File: src/hw/rtl/tcc_pkg.sv
`default_nettype none

package tcc_pkg;

  localparam int unsigned SCREEN_WIDTH_DEF   = 128;
  localparam int unsigned SCREEN_HEIGHT_DEF  = 160;
  localparam int unsigned SHRINK_DIVISOR_DEF = 2;

  // serial operand / product width, CORDIC datapath and angle widths
  localparam int OPW          = 49;
  localparam int CW           = 52;
  localparam int ZW           = 25;
  localparam int CORDIC_STEPS = 20;

  localparam logic signed [ZW-1:0] PI_Q20      = 25'sd3294199;
  localparam logic signed [ZW-1:0] HALF_PI_Q20 = 25'sd1647099;
  localparam logic signed [CW-1:0] K_Q30       = 52'sd652032874;
  localparam logic signed [CW-1:0] NORM_LIMIT  = 52'sh100_0000_0000;
  localparam logic signed [15:0]   HALF_PI_Q13 = 16'sd12868;
  localparam logic signed [15:0]   PI_Q13      = 16'sd25736;

  typedef enum logic [2:0] {
    OP_MUL  = 3'b001,
    OP_SQRT = 3'b010,
    OP_DIV  = 3'b100
  } ser_op_t;

  typedef struct packed {
    logic                  go;
    ser_op_t               op;
    logic signed [OPW-1:0] opa;
    logic signed [16:0]    opb;
  } ser_req_t;

  typedef struct packed {
    logic                  done;
    logic signed [OPW-1:0] result;
  } ser_rsp_t;

  typedef struct packed {
    logic                  go;
    logic                  rotate;
    logic                  wide_lim;
    logic signed [OPW-1:0] x0;
    logic signed [OPW-1:0] y0;
    logic signed [15:0]    angle;
  } cor_req_t;

  typedef struct packed {
    logic               done;
    logic signed [15:0] angle;
    logic signed [31:0] cosv;
    logic signed [31:0] sinv;
  } cor_rsp_t;

  function automatic logic [19:0] atan_q20(input logic [4:0] i);
    logic [19:0] v;
    case (i)
      5'd0:    v = 20'd823550;
      5'd1:    v = 20'd486170;
      5'd2:    v = 20'd256879;
      5'd3:    v = 20'd130396;
      5'd4:    v = 20'd65451;
      5'd5:    v = 20'd32757;
      5'd6:    v = 20'd16383;
      5'd7:    v = 20'd8192;
      5'd8:    v = 20'd4096;
      5'd9:    v = 20'd2048;
      5'd10:   v = 20'd1024;
      5'd11:   v = 20'd512;
      5'd12:   v = 20'd256;
      5'd13:   v = 20'd128;
      5'd14:   v = 20'd64;
      5'd15:   v = 20'd32;
      5'd16:   v = 20'd16;
      5'd17:   v = 20'd8;
      5'd18:   v = 20'd4;
      5'd19:   v = 20'd2;
      default: v = 20'd0;
    endcase
    return v;
  endfunction

endpackage

`default_nettype wire

File: src/hw/rtl/tcc_if.sv
`default_nettype none

interface tcc_sample_if;
  logic               valid;
  logic               ready;
  logic signed [15:0] accel_x;
  logic signed [15:0] accel_y;
  logic signed [15:0] accel_z;
  logic signed [15:0] mag_x;
  logic signed [15:0] mag_y;
  logic signed [15:0] mag_z;

  modport source(output valid, accel_x, accel_y, accel_z, mag_x, mag_y, mag_z,
                 input ready);
  modport sink(input valid, accel_x, accel_y, accel_z, mag_x, mag_y, mag_z,
               output ready);
endinterface

interface tcc_result_if;
  logic               valid;
  logic               ready;
  logic signed [14:0] pitch_angle;
  logic signed [14:0] roll_angle;
  logic signed [15:0] heading_angle;
  logic [7:0]         draw_x;
  logic [7:0]         draw_y;
  logic [7:0]         erase_x;
  logic [7:0]         erase_y;

  modport source(output valid, pitch_angle, roll_angle, heading_angle,
                 draw_x, draw_y, erase_x, erase_y, input ready);
  modport sink(input valid, pitch_angle, roll_angle, heading_angle,
               draw_x, draw_y, erase_x, erase_y, output ready);
endinterface

`default_nettype wire

File: src/hw/rtl/tcc_serial.sv
`default_nettype none

module tcc_serial #(
  parameter int unsigned SHRINK_DIVISOR = tcc_pkg::SHRINK_DIVISOR_DEF
) (
  input  logic              clk,
  input  logic              rst,
  input  tcc_pkg::ser_req_t req,
  output tcc_pkg::ser_rsp_t rsp
);
  import tcc_pkg::*;

  localparam int DVW  = $clog2(SHRINK_DIVISOR) + 2;
  localparam int RW   = 24;
  localparam int REMW = 28;
  localparam int QW   = 9;
  localparam logic [DVW-1:0] DIVISOR   = DVW'(SHRINK_DIVISOR);
  localparam logic [4:0]     MUL_LAST  = 5'd16;
  localparam logic [4:0]     SQRT_LAST = 5'(RW - 1);
  localparam logic [4:0]     DIV_LAST  = 5'(QW - 1);

  logic                  busy;
  logic                  done;
  ser_op_t               op;
  logic [4:0]            cnt;
  logic                  last;
  logic signed [OPW-1:0] acc;
  logic signed [OPW-1:0] sh;
  logic signed [16:0]    mb;
  logic [RW-1:0]         root;
  logic [REMW-1:0]       rem;
  logic [QW-1:0]         quo;
  logic [DVW-1:0]        drem;
  logic [REMW-1:0]       rem_sh;
  logic [REMW-1:0]       trial;
  logic [DVW-1:0]        dr_sh;

  always_comb begin
    unique case (op)
      OP_MUL:  last = (cnt == MUL_LAST);
      OP_SQRT: last = (cnt == SQRT_LAST);
      OP_DIV:  last = (cnt == DIV_LAST);
      default: last = 1'b1;
    endcase
    // two radicand bits per step, one dividend bit per step
    rem_sh = {rem[REMW-3:0], sh[OPW-2:OPW-3]};
    trial  = REMW'({root, 2'b01});
    dr_sh  = {drem[DVW-2:0], sh[QW-1]};
  end

  always_ff @(posedge clk) begin
    if (rst) begin
      busy <= 1'b0;
      done <= 1'b0;
    end else begin
      done <= busy && last;
      if (req.go) begin
        busy <= 1'b1;
        op   <= req.op;
        cnt  <= '0;
        acc  <= '0;
        sh   <= req.opa;
        mb   <= req.opb;
        root <= '0;
        rem  <= '0;
        quo  <= '0;
        drem <= '0;
      end else if (busy) begin
        cnt <= cnt + 5'd1;
        if (last) begin
          busy <= 1'b0;
        end
        unique case (op)
          OP_MUL: begin
            // top multiplier bit carries negative weight
            if (mb[0]) begin
              acc <= last ? acc - sh : acc + sh;
            end
            sh <= sh <<< 1;
            mb <= mb >>> 1;
          end
          OP_SQRT: begin
            if (rem_sh >= trial) begin
              rem  <= rem_sh - trial;
              root <= {root[RW-2:0], 1'b1};
            end else begin
              rem  <= rem_sh;
              root <= {root[RW-2:0], 1'b0};
            end
            sh <= sh <<< 2;
          end
          OP_DIV: begin
            if (dr_sh >= DIVISOR) begin
              drem <= dr_sh - DIVISOR;
              quo  <= {quo[QW-2:0], 1'b1};
            end else begin
              drem <= dr_sh;
              quo  <= {quo[QW-2:0], 1'b0};
            end
            sh <= sh <<< 1;
          end
          default: ;
        endcase
      end
    end
  end

  always_comb begin
    rsp.done = done;
    unique case (op)
      OP_MUL:  rsp.result = acc;
      OP_SQRT: rsp.result = OPW'(root);
      OP_DIV:  rsp.result = OPW'(quo);
      default: rsp.result = acc;
    endcase
  end

endmodule

`default_nettype wire

File: src/hw/rtl/tcc_cordic.sv
`default_nettype none

module tcc_cordic (
  input  logic              clk,
  input  logic              rst,
  input  tcc_pkg::cor_req_t req,
  output tcc_pkg::cor_rsp_t rsp
);
  import tcc_pkg::*;

  typedef enum logic [3:0] {
    C_IDLE = 4'b0001,
    C_NORM = 4'b0010,
    C_ITER = 4'b0100,
    C_FIN  = 4'b1000
  } cst_t;

  localparam logic [4:0] LAST_STEP = 5'(CORDIC_STEPS - 1);

  cst_t                 state;
  logic                 rot;
  logic                 wlim;
  logic                 flip;
  logic                 done;
  logic [4:0]           step;
  logic signed [CW-1:0] x;
  logic signed [CW-1:0] y;
  logic signed [ZW-1:0] z;
  logic signed [15:0]   angle;
  logic signed [31:0]   cosv;
  logic signed [31:0]   sinv;

  logic signed [CW-1:0] x_in;
  logic signed [CW-1:0] y_in;
  logic signed [ZW-1:0] z_rot;
  logic signed [CW-1:0] xs;
  logic signed [CW-1:0] ys;
  logic signed [ZW-1:0] t;
  logic                 cw;
  logic                 in_range;
  logic signed [ZW-1:0] zr;
  logic signed [ZW-1:0] lim;
  logic signed [15:0]   sat;
  logic signed [CW-1:0] xo;
  logic signed [CW-1:0] yo;

  always_comb begin
    x_in     = CW'(req.x0);
    y_in     = CW'(req.y0);
    z_rot    = ZW'(req.angle) <<< 7;
    xs       = x >>> step;
    ys       = y >>> step;
    t        = ZW'(atan_q20(step));
    cw       = rot ? z[ZW-1] : !y[CW-1];
    in_range = (x < NORM_LIMIT) && (y < NORM_LIMIT) && (y > -NORM_LIMIT);
    zr       = (z + ZW'(64)) >>> 7;
    lim      = wlim ? ZW'(PI_Q13) : ZW'(HALF_PI_Q13);
    if (zr > lim) begin
      sat = lim[15:0];
    end else if (zr < -lim) begin
      sat = 16'(-lim);
    end else begin
      sat = zr[15:0];
    end
    xo = flip ? -x : x;
    yo = flip ? -y : y;
  end

  always_ff @(posedge clk) begin
    if (rst) begin
      state <= C_IDLE;
      done  <= 1'b0;
    end else begin
      done <= 1'b0;
      unique case (state)
        C_IDLE: begin
          if (req.go) begin
            rot  <= req.rotate;
            wlim <= req.wide_lim;
            step <= '0;
            if (req.rotate) begin
              // fold into the half plane, flip the result back
              x     <= K_Q30;
              y     <= '0;
              state <= C_ITER;
              if (z_rot > HALF_PI_Q20) begin
                z    <= z_rot - PI_Q20;
                flip <= 1'b1;
              end else if (z_rot < -HALF_PI_Q20) begin
                z    <= z_rot + PI_Q20;
                flip <= 1'b1;
              end else begin
                z    <= z_rot;
                flip <= 1'b0;
              end
            end else begin
              flip <= 1'b0;
              if (x_in == '0 && y_in == '0) begin
                z     <= '0;
                state <= C_FIN;
              end else if (x_in < 0) begin
                x     <= -x_in;
                y     <= -y_in;
                z     <= (y_in >= 0) ? PI_Q20 : -PI_Q20;
                state <= C_NORM;
              end else begin
                x     <= x_in;
                y     <= y_in;
                z     <= '0;
                state <= C_NORM;
              end
            end
          end
        end
        C_NORM: begin
          if (in_range) begin
            x <= x <<< 1;
            y <= y <<< 1;
          end else begin
            state <= C_ITER;
          end
        end
        C_ITER: begin
          x    <= cw ? x + ys : x - ys;
          y    <= cw ? y - xs : y + xs;
          z    <= cw ? z + t : z - t;
          step <= step + 5'd1;
          if (step == LAST_STEP) begin
            state <= C_FIN;
          end
        end
        C_FIN: begin
          angle <= sat;
          cosv  <= xo[31:0];
          sinv  <= yo[31:0];
          done  <= 1'b1;
          state <= C_IDLE;
        end
        default: state <= C_IDLE;
      endcase
    end
  end

  assign rsp.done  = done;
  assign rsp.angle = angle;
  assign rsp.cosv  = cosv;
  assign rsp.sinv  = sinv;

endmodule

`default_nettype wire

File: src/hw/rtl/tilt_compensated_compass.sv
// Tilt-compensated compass with moving-dot screen position.
// sample (sink): one request carries raw accelerometer and magnetometer
//   counts for three axes; it is taken when valid and ready are high.
// result (source): pitch and roll (signed Q2.13) and heading (signed Q3.13)
//   in radians, the new dot corner (draw_x/draw_y) and the corner drawn
//   before it (erase_x/erase_y), which the display clears.
// mode_we/mode_wdata: write display_mode (0 tilt dot, 1 compass dot);
//   write it only while no request is in flight.
// Run time is set by the bit-serial multiplier (thirteen products), the
//   bit-serial square root (twice), the serial shrink divide (twice) and
//   the shared CORDIC unit (20 steps, plus up to 40 normalising doublings
//   per arctangent).
// Throughput: one request at a time; ready is high only while idle.
// Reset: clears the sequencer, sets display_mode to tilt and the last dot
//   to the screen centre plus one.
// Stall: a finished result waits in the output register; a new request
//   is taken meanwhile and holds at its last step until the slot frees.
`default_nettype none

module tilt_compensated_compass #(
  parameter int unsigned SCREEN_WIDTH   = tcc_pkg::SCREEN_WIDTH_DEF,
  parameter int unsigned SCREEN_HEIGHT  = tcc_pkg::SCREEN_HEIGHT_DEF,
  parameter int unsigned SHRINK_DIVISOR = tcc_pkg::SHRINK_DIVISOR_DEF
) (
  input  logic          clk,
  input  logic          rst,
  tcc_sample_if.sink    sample,
  tcc_result_if.source  result,
  input  logic          mode_we,
  input  logic          mode_wdata
);
  import tcc_pkg::*;

  // one-hot sequencer, one state per arithmetic step
  typedef enum logic [24:0] {
    S_IDLE = 25'h000_0001,
    S_SQA  = 25'h000_0002,
    S_SQB  = 25'h000_0004,
    S_RTP  = 25'h000_0008,
    S_ATP  = 25'h000_0010,
    S_SQC  = 25'h000_0020,
    S_SQD  = 25'h000_0040,
    S_RTR  = 25'h000_0080,
    S_ATR  = 25'h000_0100,
    S_SCP  = 25'h000_0200,
    S_SCR  = 25'h000_0400,
    S_MXC  = 25'h000_0800,
    S_MZS  = 25'h000_1000,
    S_MXS  = 25'h000_2000,
    S_MTS  = 25'h000_4000,
    S_MYC  = 25'h000_8000,
    S_MZR  = 25'h001_0000,
    S_MTC  = 25'h002_0000,
    S_ATH  = 25'h004_0000,
    S_SCH  = 25'h008_0000,
    S_MDX  = 25'h010_0000,
    S_DVX  = 25'h020_0000,
    S_MDY  = 25'h040_0000,
    S_DVY  = 25'h080_0000,
    S_DONE = 25'h100_0000
  } state_t;

  localparam int HW = SCREEN_WIDTH / 2;
  localparam int HH = SCREEN_HEIGHT / 2;
  localparam logic signed [16:0] HW_B = 17'(HW);
  localparam logic signed [16:0] HH_B = 17'(HH);
  localparam logic [7:0] CX = 8'(HW + 1);
  localparam logic [7:0] CY = 8'(HH + 1);
  localparam int FRAC_ANG = 13;
  localparam int FRAC_COS = 30;

  state_t state;
  state_t nxt;
  logic   issued;
  logic   mode;
  logic   use_ser;
  logic   use_cor;
  logic   unit_done;

  ser_req_t sreq;
  ser_rsp_t srsp;
  cor_req_t creq;
  cor_rsp_t crsp;

  // held sample
  logic signed [15:0] ax, ay, az, mx, my, mz;

  // intermediate results
  logic [31:0]           sumsq;
  logic [23:0]           root;
  logic signed [15:0]    pitch, roll, heading;
  logic signed [16:0]    cp, sp, cr, sr;
  logic signed [31:0]    cq, sq;
  logic signed [31:0]    tmp;
  logic signed [33:0]    xacc;
  logic signed [OPW-1:0] yacc;
  logic                  sgn_x, sgn_y;
  logic [8:0]            mag_x, mag_y;
  logic [7:0]            q_x, q_y;
  logic [7:0]            last_x, last_y;

  logic signed [32:0]    cos_r, sin_r;
  logic [OPW-1:0]        pabs;
  logic [OPW-1:0]        pshift;
  logic [7:0]            dx, dy;

  tcc_serial #(
    .SHRINK_DIVISOR(SHRINK_DIVISOR)
  ) u_serial (
    .clk(clk),
    .rst(rst),
    .req(sreq),
    .rsp(srsp)
  );

  tcc_cordic u_cordic (
    .clk(clk),
    .rst(rst),
    .req(creq),
    .rsp(crsp)
  );

  assign sample.ready = (state == S_IDLE);

  // operand select and successor for each step
  always_comb begin
    sreq    = '0;
    creq    = '0;
    use_ser = 1'b0;
    use_cor = 1'b0;
    nxt     = state;
    sreq.op = OP_MUL;
    unique case (state)
      S_SQA: begin
        use_ser = 1'b1; sreq.opa = OPW'(ay); sreq.opb = 17'(ay); nxt = S_SQB;
      end
      S_SQB: begin
        use_ser = 1'b1; sreq.opa = OPW'(az); sreq.opb = 17'(az); nxt = S_RTP;
      end
      S_RTP: begin
        use_ser = 1'b1; sreq.op = OP_SQRT; sreq.opa = OPW'({sumsq, 16'h0000});
        nxt = S_ATP;
      end
      S_ATP: begin
        use_cor = 1'b1; creq.x0 = OPW'(root); creq.y0 = OPW'(ax) <<< 8;
        nxt = S_SQC;
      end
      S_SQC: begin
        use_ser = 1'b1; sreq.opa = OPW'(ax); sreq.opb = 17'(ax); nxt = S_SQD;
      end
      S_SQD: begin
        use_ser = 1'b1; sreq.opa = OPW'(az); sreq.opb = 17'(az); nxt = S_RTR;
      end
      S_RTR: begin
        use_ser = 1'b1; sreq.op = OP_SQRT; sreq.opa = OPW'({sumsq, 16'h0000});
        nxt = S_ATR;
      end
      S_ATR: begin
        use_cor = 1'b1; creq.x0 = OPW'(root); creq.y0 = OPW'(ay) <<< 8;
        nxt = S_SCP;
      end
      S_SCP: begin
        use_cor = 1'b1; creq.rotate = 1'b1; creq.angle = pitch; nxt = S_SCR;
      end
      S_SCR: begin
        use_cor = 1'b1; creq.rotate = 1'b1; creq.angle = roll; nxt = S_MXC;
      end
      S_MXC: begin
        use_ser = 1'b1; sreq.opa = OPW'(mx); sreq.opb = cp; nxt = S_MZS;
      end
      S_MZS: begin
        use_ser = 1'b1; sreq.opa = OPW'(mz); sreq.opb = sp; nxt = S_MXS;
      end
      S_MXS: begin
        use_ser = 1'b1; sreq.opa = OPW'(mx); sreq.opb = sr; nxt = S_MTS;
      end
      S_MTS: begin
        use_ser = 1'b1; sreq.opa = OPW'(tmp); sreq.opb = sp; nxt = S_MYC;
      end
      S_MYC: begin
        use_ser = 1'b1; sreq.opa = OPW'(my); sreq.opb = cr; nxt = S_MZR;
      end
      S_MZR: begin
        use_ser = 1'b1; sreq.opa = OPW'(mz); sreq.opb = sr; nxt = S_MTC;
      end
      S_MTC: begin
        use_ser = 1'b1; sreq.opa = OPW'(tmp); sreq.opb = cp; nxt = S_ATH;
      end
      S_ATH: begin
        use_cor = 1'b1; creq.wide_lim = 1'b1;
        creq.x0 = {xacc, 15'h0000}; creq.y0 = yacc;
        nxt = mode ? S_SCH : S_MDX;
      end
      S_SCH: begin
        use_cor = 1'b1; creq.rotate = 1'b1; creq.angle = heading; nxt = S_MDX;
      end
      S_MDX: begin
        use_ser = 1'b1; sreq.opa = mode ? OPW'(cq) : OPW'(roll); sreq.opb = HW_B;
        nxt = S_DVX;
      end
      S_DVX: begin
        use_ser = 1'b1; sreq.op = OP_DIV; sreq.opa = OPW'(mag_x); nxt = S_MDY;
      end
      S_MDY: begin
        use_ser = 1'b1; sreq.opa = mode ? OPW'(sq) : OPW'(pitch); sreq.opb = HH_B;
        nxt = S_DVY;
      end
      S_DVY: begin
        use_ser = 1'b1; sreq.op = OP_DIV; sreq.opa = OPW'(mag_y); nxt = S_DONE;
      end
      default: ;
    endcase
    sreq.go   = use_ser && !issued;
    creq.go   = use_cor && !issued;
    unit_done = (use_ser && srsp.done) || (use_cor && crsp.done);
  end

  // Q30 to Q15 with rounding; magnitude of a product taken to an integer
  always_comb begin
    cos_r  = (33'(crsp.cosv) + 33'sd16384) >>> 15;
    sin_r  = (33'(crsp.sinv) + 33'sd16384) >>> 15;
    pabs   = srsp.result[OPW-1] ? OPW'(-srsp.result) : OPW'(srsp.result);
    pshift = mode ? (pabs >> FRAC_COS) : (pabs >> FRAC_ANG);
    // tilt moves the dot against the offset, compass along it
    dx = ((mode ? sgn_x : !sgn_x) ? CX - q_x : CX + q_x);
    dy = ((mode ? sgn_y : !sgn_y) ? CY - q_y : CY + q_y);
  end

  always_ff @(posedge clk) begin
    if (rst) begin
      state        <= S_IDLE;
      issued       <= 1'b0;
      mode         <= 1'b0;
      last_x       <= CX;
      last_y       <= CY;
      result.valid <= 1'b0;
    end else begin
      if (mode_we) begin
        mode <= mode_wdata;
      end
      // drop valid once taken, unless the next result refills the slot
      if (result.valid && result.ready && state != S_DONE) begin
        result.valid <= 1'b0;
      end
      unique case (state)
        S_IDLE: begin
          if (sample.valid) begin
            ax    <= sample.accel_x;
            ay    <= sample.accel_y;
            az    <= sample.accel_z;
            mx    <= sample.mag_x;
            my    <= sample.mag_y;
            mz    <= sample.mag_z;
            state <= S_SQA;
          end
        end
        S_DONE: begin
          // hold until the output slot is free
          if (!result.valid || result.ready) begin
            result.valid         <= 1'b1;
            result.pitch_angle   <= pitch[14:0];
            result.roll_angle    <= roll[14:0];
            result.heading_angle <= heading;
            result.draw_x        <= dx;
            result.draw_y        <= dy;
            result.erase_x       <= last_x;
            result.erase_y       <= last_y;
            last_x               <= dx;
            last_y               <= dy;
            state                <= S_IDLE;
          end
        end
        default: begin
          if (!issued) begin
            issued <= 1'b1;
          end
          if (unit_done) begin
            issued <= 1'b0;
            state  <= nxt;
          end
        end
      endcase

      if (unit_done) begin
        unique case (state)
          S_SQA, S_SQC: sumsq <= srsp.result[31:0];
          S_SQB, S_SQD: sumsq <= sumsq + srsp.result[31:0];
          S_RTP, S_RTR: root <= srsp.result[23:0];
          S_ATP:        pitch <= crsp.angle;
          S_ATR:        roll <= crsp.angle;
          S_SCP: begin
            cp <= cos_r[16:0];
            sp <= sin_r[16:0];
          end
          S_SCR: begin
            cr <= cos_r[16:0];
            sr <= sin_r[16:0];
          end
          S_MXC:        xacc <= srsp.result[33:0];
          S_MZS:        xacc <= xacc + srsp.result[33:0];
          S_MXS, S_MZR: tmp <= srsp.result[31:0];
          S_MTS:        yacc <= srsp.result;
          S_MYC:        yacc <= yacc + (srsp.result <<< 15);
          S_MTC:        yacc <= yacc - srsp.result;
          S_ATH:        heading <= crsp.angle;
          S_SCH: begin
            cq <= crsp.cosv;
            sq <= crsp.sinv;
          end
          S_MDX: begin
            sgn_x <= srsp.result[OPW-1];
            mag_x <= pshift[8:0];
          end
          S_DVX:        q_x <= srsp.result[7:0];
          S_MDY: begin
            sgn_y <= srsp.result[OPW-1];
            mag_y <= pshift[8:0];
          end
          S_DVY:        q_y <= srsp.result[7:0];
          default: ;
        endcase
      end
    end
  end

endmodule

`default_nettype wire

File: src/flat_wrapper.sv
// flat-port wrapper written by rule: the top's interface ports become plain ports
module tilt_compensated_compass_flat import tcc_pkg::*;
#(
  parameter int unsigned SCREEN_WIDTH   = tcc_pkg::SCREEN_WIDTH_DEF,
  parameter int unsigned SCREEN_HEIGHT  = tcc_pkg::SCREEN_HEIGHT_DEF,
  parameter int unsigned SHRINK_DIVISOR = tcc_pkg::SHRINK_DIVISOR_DEF
)
  (clk, rst, mode_we, mode_wdata, sample_valid, sample_accel_x, sample_accel_y, sample_accel_z, sample_mag_x, sample_mag_y, sample_mag_z, sample_ready, result_valid, result_pitch_angle, result_roll_angle, result_heading_angle, result_draw_x, result_draw_y, result_erase_x, result_erase_y, result_ready);
  tcc_sample_if sample_i ();
  tcc_result_if result_i ();
  input  logic clk;
  input  logic rst;
  input  logic mode_we;
  input  logic mode_wdata;
  input wire logic [$bits(sample_i.valid)-1:0] sample_valid;
  input wire logic [$bits(sample_i.accel_x)-1:0] sample_accel_x;
  input wire logic [$bits(sample_i.accel_y)-1:0] sample_accel_y;
  input wire logic [$bits(sample_i.accel_z)-1:0] sample_accel_z;
  input wire logic [$bits(sample_i.mag_x)-1:0] sample_mag_x;
  input wire logic [$bits(sample_i.mag_y)-1:0] sample_mag_y;
  input wire logic [$bits(sample_i.mag_z)-1:0] sample_mag_z;
  output wire logic [$bits(sample_i.ready)-1:0] sample_ready;
  output wire logic [$bits(result_i.valid)-1:0] result_valid;
  output wire logic [$bits(result_i.pitch_angle)-1:0] result_pitch_angle;
  output wire logic [$bits(result_i.roll_angle)-1:0] result_roll_angle;
  output wire logic [$bits(result_i.heading_angle)-1:0] result_heading_angle;
  output wire logic [$bits(result_i.draw_x)-1:0] result_draw_x;
  output wire logic [$bits(result_i.draw_y)-1:0] result_draw_y;
  output wire logic [$bits(result_i.erase_x)-1:0] result_erase_x;
  output wire logic [$bits(result_i.erase_y)-1:0] result_erase_y;
  input wire logic [$bits(result_i.ready)-1:0] result_ready;
  assign sample_i.valid = sample_valid;
  assign sample_i.accel_x = sample_accel_x;
  assign sample_i.accel_y = sample_accel_y;
  assign sample_i.accel_z = sample_accel_z;
  assign sample_i.mag_x = sample_mag_x;
  assign sample_i.mag_y = sample_mag_y;
  assign sample_i.mag_z = sample_mag_z;
  assign sample_ready = sample_i.ready;
  assign result_valid = result_i.valid;
  assign result_pitch_angle = result_i.pitch_angle;
  assign result_roll_angle = result_i.roll_angle;
  assign result_heading_angle = result_i.heading_angle;
  assign result_draw_x = result_i.draw_x;
  assign result_draw_y = result_i.draw_y;
  assign result_erase_x = result_i.erase_x;
  assign result_erase_y = result_i.erase_y;
  assign result_i.ready = result_ready;
  tilt_compensated_compass #(.SCREEN_WIDTH(SCREEN_WIDTH), .SCREEN_HEIGHT(SCREEN_HEIGHT), .SHRINK_DIVISOR(SHRINK_DIVISOR)) u_core (.clk(clk), .rst(rst), .sample(sample_i), .result(result_i), .mode_we(mode_we), .mode_wdata(mode_wdata));
endmodule
File: config.mk
export PLATFORM = sky130hd
export DESIGN_NAME = tilt_compensated_compass_flat
export DESIGN_NICKNAME = d
export VERILOG_FILES = /design/src/hw/rtl/tcc_pkg.sv /design/src/hw/rtl/tcc_if.sv /design/src/hw/rtl/tcc_serial.sv /design/src/hw/rtl/tcc_cordic.sv /design/src/hw/rtl/tilt_compensated_compass.sv /design/src/flat_wrapper.sv
export SDC_FILE = /design/constraint.sdc
export NUM_CORES = 2
export LEC_CHECK = 0
export BUFFER_PORTS_ARGS = -buffer_cell sky130_fd_sc_hd__buf_2
export CORE_AREA = 2 2 416 418
export CTS_CLUSTER_DIAMETER = 120
export DETAILED_ROUTE_END_ITERATION = 12
export DIE_AREA = 0 0 418 420
export PLACE_DENSITY = 0.63
export SLEW_MARGIN = 40
export SYNTH_ARGS = -nofsm -noshare
export SYNTH_HDL_FRONTEND = slang
export SYNTH_SLANG_ARGS = --single-unit
export TNS_END_PERCENT = 100
File: constraint.sdc
create_clock -name clk -period 18.1 [get_ports clk]
set_input_delay 1.81 -clock clk [delete_from_list [all_inputs] [get_ports clk]]
set_output_delay 1.81 -clock clk [all_outputs]
set_load 0.005 [all_outputs]
==> run summary <==
Routability-driven placement finished with a final weighted congestion of 1.00. Measured along the y axis, the die boundary spans 420 um. Setup repair after global routing left no endpoint under its margin. After synthesis, the netlist uses 121 different library cells. The average vias per placed instance was 6.52.

Input and output buffers added on the ports amount to 181. Clock tree synthesis inserted a total of 113 buffers. The tools report the total wire length as 289 mm. Type of origin of the critical path: a register.

Largest net degree at the start of global routing: 120. The clock group share of total power is 0.362. The logs give 0 for the final number of hold-violating endpoints and 218 mm for the post-DP HPWL. Counting flops with a built-in enable in the synthesized netlist gives 962. On the critical path, the stage with the largest delay is an instance of sky130_fd_sc_hd__buf_4. In this run the worst path has a maximum fanout of 57. The overall routing resource usage was 0.321; the total of warnings raised by yosys was 0. Effective utilization at floorplan: 0.448.

The clock transition at the register clock pins on the worst setup and hold paths after CTS was 0.06 ns; the horizontal die dimension was 418 um. The sequential cells in the finished layout cover a total of 0.0303 mm^2. Following the worst setup path forward leads to its endpoint at u_core.u_cordic.x[49]. The tools report the initial antenna violation count as 14. For the top-level port count, the log shows 182. The async set-or-reset flop fraction in the synthesized netlist is 0. The worst reg2reg path endpoint was u_core.u_cordic.x[49]. The most numerous cell type found on the critical path is sky130_fd_sc_hd__a21oi_1. The number of search-and-repair iterations in the first detailed-routing pass is 6, and the fmax is 117 MHz. The global routing met1 resource utilization is 0.429. For this run the aggregate overflow at the end of global routing stands at 0. The net switching fraction of the power is 0.316. The tools report the die outline area as 0.176 mm^2.

Adding up every negative setup slack in the final design gives 0 ns. For the global-route wire length before repair, the log shows 420 mm. Capturing element type of the critical path: a register.

The clock root buffer master is sky130_fd_sc_hd__clkbuf_16. The sequential fraction of the synthesis area was 0.396. For the number of cells upsized or downsized after cts, the log shows 0.

For the number of slew-limit violations in the final report, the log shows 0. The portion of total power attributed to sequential cells was 0.403. The synthesized design spends more area on one cell type than any other, namely sky130_fd_sc_hd__edfxtp_1.

For the met2 capacity usage during global routing, the log shows 0.499. In the final design database the tool counted 8389 nets. The number of cell rows is 152. Setup violations remaining at the end of the flow were counted as 0. In this run the deepest clock path goes through 3 buffers.

The tools report the number of buffers inserted by hold repair at cts as 0. The DRC violations left is 0, and the worst reg-to-reg path cell count is 28. At the worst endpoint, the arrival time is 9.04 ns. The path class of the tightest hold or removal check is reg -> reg. The clock tree synthesis step divided the H-tree into 3 levels.

The worst vdd rail ir drop was 0.0000965 V; the area growth from synthesis to layout was 10.1%. The via count of the first global-routing pass came out at 62000. The core outline area is 0.171 mm^2. The flow ran to the end, and the final reports show no timing, DRC or antenna violations. Dividing the detail-routed wire length by the instance count gives 28.3 um.

The number of nets produced by synthesis is 8362, and the synthesized flop and latch total is 1033. The largest single stage delay on the critical path is 0.71 ns. Top cell type's share of synthesized area: 0.377.

Data required time of the worst path: 18.56 ns. Fraction of layout instances using a drive strength above 1: 0.118. The tools report the CTS sink count as 1033.

TritonCTS built the clock tree. The global routing stage identified its most utilized layer as met2. For the pin with the worst max-slew slack, the measured transition is 1.01 ns. The multi-input logic area is 0.0438 mm^2, and the static leakage power is 31.6 nW. Initial detailed-routing violation count: 7886.

The critical path is of the reg -> reg type. The synthesized netlist occupies a cell area of 0.0766 mm^2. For this design the total switching power over the nets is 2.27 mW.

Across the run, the number of max-cap violations was 0. Across all register-to-register paths, the minimum setup slack is 9.52 ns. The clock reaches the later pin of the worst-skew pair after 0.81 ns. The ratio of final minimum period to clock period came out at 0.474. The worst max-slew margin expressed relative to the limit is 0.329. The startpoint of the worst-slack reg-to-reg timing path was u_core.u_cordic.step[1].

The layout filler cell count was 15600; the met3 layer usage reported by global route was 0.0518. The tools report the first element of the critical path as u_core.u_cordic.step[1]. The worst hold slack is 0.381 ns, and the time the worst path needs with I/O delays and setup is 8.58 ns. The count of mapped cells out of synthesis came out at 7855. The logic gate share of total power is 0.235, and the remaining antenna violation count is 0. For this run, the leading register cell type out of synthesis is sky130_fd_sc_hd__edfxtp_1. The run gives 0.0754 ns as the final clock skew.

The internal portion of the total power is 4.90 mW. The vias after detailed routing is 66700, and the total setup buffers inserted after CTS is 0. The average instance area after synthesis was 9.75 um^2; the total power density per cell area was 85.0 mW/mm^2.

Ranked by total cell area, the synthesized netlist is headed by sky130_fd_sc_hd__edfxtp_1, sky130_fd_sc_hd__ha_1, sky130_fd_sc_hd__xnor2_1. Overall power of the completed layout: 7.16 mW.
[power groups by stage]
stage	clock network [mW]	logic (mW)	registers, mW
after floorplan	0	1.18	2.88
after global placement	0	1.61	2.93
after detailed placement	0	1.64	2.93
after CTS	2.62	1.65	2.88
after global routing	2.70	1.84	2.89
final	2.59	1.68	2.89
[critical path: cells and delay by family, from the launching register on]
kind	cells	cell delay [ns]
flip-flops	1	0.34
AO/OA/AOI/OAI	13	3.32
multiplexers	2	0.86
buffers and inverters	2	1.21
AND/OR/NAND/NOR	10	2.10
adder cells (fa/ha/maj)	1	0.38
[state kept, by name (all words and copies together), names as in the netlist, 20 cells and up]
name,flops
u_core.u_cordic.x,52
u_core.u_cordic.y,52
u_core.u_serial.acc,49
u_core.u_serial.sh,49
u_core.yacc,49
u_core.xacc,34
u_core.cq,32
u_core.sq,32
u_core.sumsq,32
u_core.tmp,32
u_core.u_cordic.cosv,32
u_core.u_cordic.sinv,32
u_core.u_serial.rem,26
u_core.state,25
u_core.u_cordic.z,25
u_core.root,24
u_core.u_serial.root,24
u_core.u_cordic.t,20
[routing by layer]
| metal | wire [um] | vias to the layer above |
|---|---|---|
| li1 | - | 29900 |
| met4 | 17600 | 2 |
| met1 | 118000 | 32800 |
| met2 | 129000 | 3331 |
| met5 | 12 | - |
| met3 | 25400 | 615 |
[worst min path at each step]
stage / depth (start not counted) / to / start
floorplan: 0 / u_core.cq[0] / u_core.u_cordic.cosv[0]
global placement: 0 / u_core.cq[0] / u_core.u_cordic.cosv[0]
CTS: 0 / u_core.cq[11] / u_core.u_cordic.cosv[11]
global route: 0 / u_core.cq[11] / u_core.u_cordic.cosv[11]
finish: 0 / u_core.cq[11] / u_core.u_cordic.cosv[11]
detailed placement: 0 / u_core.sq[0] / u_core.u_cordic.sinv[0]
[synth_stat cells, types with 28 or more instances]
master / instances
sky130_fd_sc_hd__a221oi_1: 74
sky130_fd_sc_hd__buf_2: 66
sky130_fd_sc_hd__o211ai_1: 43
sky130_fd_sc_hd__and3_1: 48
sky130_fd_sc_hd__buf_1: 40
sky130_fd_sc_hd__o31ai_1: 69
sky130_fd_sc_hd__edfxtp_1: 962
sky130_fd_sc_hd__mux2_2: 72
sky130_fd_sc_hd__a22oi_1: 120
sky130_fd_sc_hd__nand3_1: 163
sky130_fd_sc_hd__o21ai_0: 485
sky130_fd_sc_hd__nand2_1: 721
sky130_fd_sc_hd__or2_2: 38
sky130_fd_sc_hd__o22ai_1: 47
sky130_fd_sc_hd__a21oi_1: 639
sky130_fd_sc_hd__and2_1: 54
sky130_fd_sc_hd__a222oi_1: 31
sky130_fd_sc_hd__clkbuf_1: 315
sky130_fd_sc_hd__ha_1: 397
sky130_fd_sc_hd__a21o_1: 173
sky130_fd_sc_hd__or3_1: 63
sky130_fd_sc_hd__nor2_1: 615
sky130_fd_sc_hd__a2111oi_0: 30
sky130_fd_sc_hd__a211oi_1: 76
sky130_fd_sc_hd__a31oi_1: 74
sky130_fd_sc_hd__nor2b_1: 80
sky130_fd_sc_hd__inv_1: 222
sky130_fd_sc_hd__nor4_1: 59
sky130_fd_sc_hd__nand3b_1: 28
sky130_fd_sc_hd__nor3_1: 149
sky130_fd_sc_hd__or4_1: 31
sky130_fd_sc_hd__o41ai_1: 31
sky130_fd_sc_hd__nand4_1: 68
sky130_fd_sc_hd__o21bai_1: 51
sky130_fd_sc_hd__nand2b_1: 85
sky130_fd_sc_hd__xor2_1: 273
sky130_fd_sc_hd__dfxtp_1: 71
sky130_fd_sc_hd__o21a_1: 42
sky130_fd_sc_hd__mux4_2: 131
sky130_fd_sc_hd__mux2i_1: 218
sky130_fd_sc_hd__xnor2_1: 417
sky130_fd_sc_hd__o221ai_1: 64
[final cells by class]
cell class / instances / area share
Sequential cell: 1033 / 0.360
Timing Repair Buffer: 364 / 0.0277
Antenna cell: 10 / 0.000297
Clock inverter: 83 / 0.0144
Multi-Input combinational cell: 6144 / 0.520
Inverter: 226 / 0.0101
Clock buffer: 131 / 0.0347
Tap cell: 2233 / 0.0331
[layout by cell type, fill, tap and decap left out, types with 42 or more instances in the layout]
master | synthesis | final
sky130_fd_sc_hd__nor3_1 | 149 | 145
sky130_fd_sc_hd__or3_1 | 63 | 63
sky130_fd_sc_hd__mux4_2 | 131 | 131
sky130_fd_sc_hd__nand2_1 | 721 | 719
sky130_fd_sc_hd__nand2b_1 | 85 | 83
sky130_fd_sc_hd__o31ai_1 | 69 | 69
sky130_fd_sc_hd__a221oi_1 | 74 | 73
sky130_fd_sc_hd__ha_1 | 397 | 397
sky130_fd_sc_hd__nand3_1 | 163 | 163
sky130_fd_sc_hd__clkbuf_16 | 0 | 113
sky130_fd_sc_hd__a31oi_1 | 74 | 73
sky130_fd_sc_hd__xor2_1 | 273 | 273
sky130_fd_sc_hd__o21a_1 | 42 | 42
sky130_fd_sc_hd__inv_1 | 222 | 219
sky130_fd_sc_hd__xnor2_1 | 417 | 417
sky130_fd_sc_hd__mux2i_1 | 218 | 217
sky130_fd_sc_hd__o211ai_1 | 43 | 43
sky130_fd_sc_hd__a21o_1 | 173 | 173
sky130_fd_sc_hd__a21oi_1 | 639 | 631
sky130_fd_sc_hd__mux2_2 | 72 | 72
sky130_fd_sc_hd__buf_2 | 66 | 186
sky130_fd_sc_hd__nor2_1 | 615 | 605
sky130_fd_sc_hd__buf_4 | 17 | 161
sky130_fd_sc_hd__o21bai_1 | 51 | 51
sky130_fd_sc_hd__nand4_1 | 68 | 68
sky130_fd_sc_hd__and3_1 | 48 | 47
sky130_fd_sc_hd__edfxtp_1 | 962 | 962
sky130_fd_sc_hd__o21ai_0 | 485 | 484
sky130_fd_sc_hd__dfxtp_1 | 71 | 70
sky130_fd_sc_hd__a211oi_1 | 76 | 75
sky130_fd_sc_hd__nor4_1 | 59 | 55
sky130_fd_sc_hd__o221ai_1 | 64 | 61
sky130_fd_sc_hd__a22oi_1 | 120 | 120
sky130_fd_sc_hd__and2_1 | 54 | 54
sky130_fd_sc_hd__nor2b_1 | 80 | 77
[cell families (layout without fill, tap and decap cells)]
| kind of cell | count (synthesis) | in the layout | share of synthesized area |
|---|---|---|---|
| other | 0 | 10 | 0 |
| flip-flops | 1033 | 1033 | 0.396 |
| buffers and inverters | 678 | 804 | 0.0367 |
| XOR/XNOR | 690 | 690 | 0.0789 |
| adder cells (fa/ha/maj) | 405 | 405 | 0.0670 |
| multiplexers | 424 | 424 | 0.0783 |
| AND/OR/NAND/NOR | 2311 | 2311 | 0.145 |
| AO/OA/AOI/OAI | 2314 | 2314 | 0.198 |
[metrics by stage]
stage	setup WS (ns)	std cells	util	cell area, um^2
after global routing	8.95	10200	0.493	84300
after detailed placement	9.38	9994	0.468	80000
after global placement	9.45	9984	0.467	79800
final	9.52	10200	0.493	84300
after CTS	9.37	10200	0.492	84200
after floorplan	8.26	7855	-	76600
No activity file was read; power rests on OpenSTA's default activity.
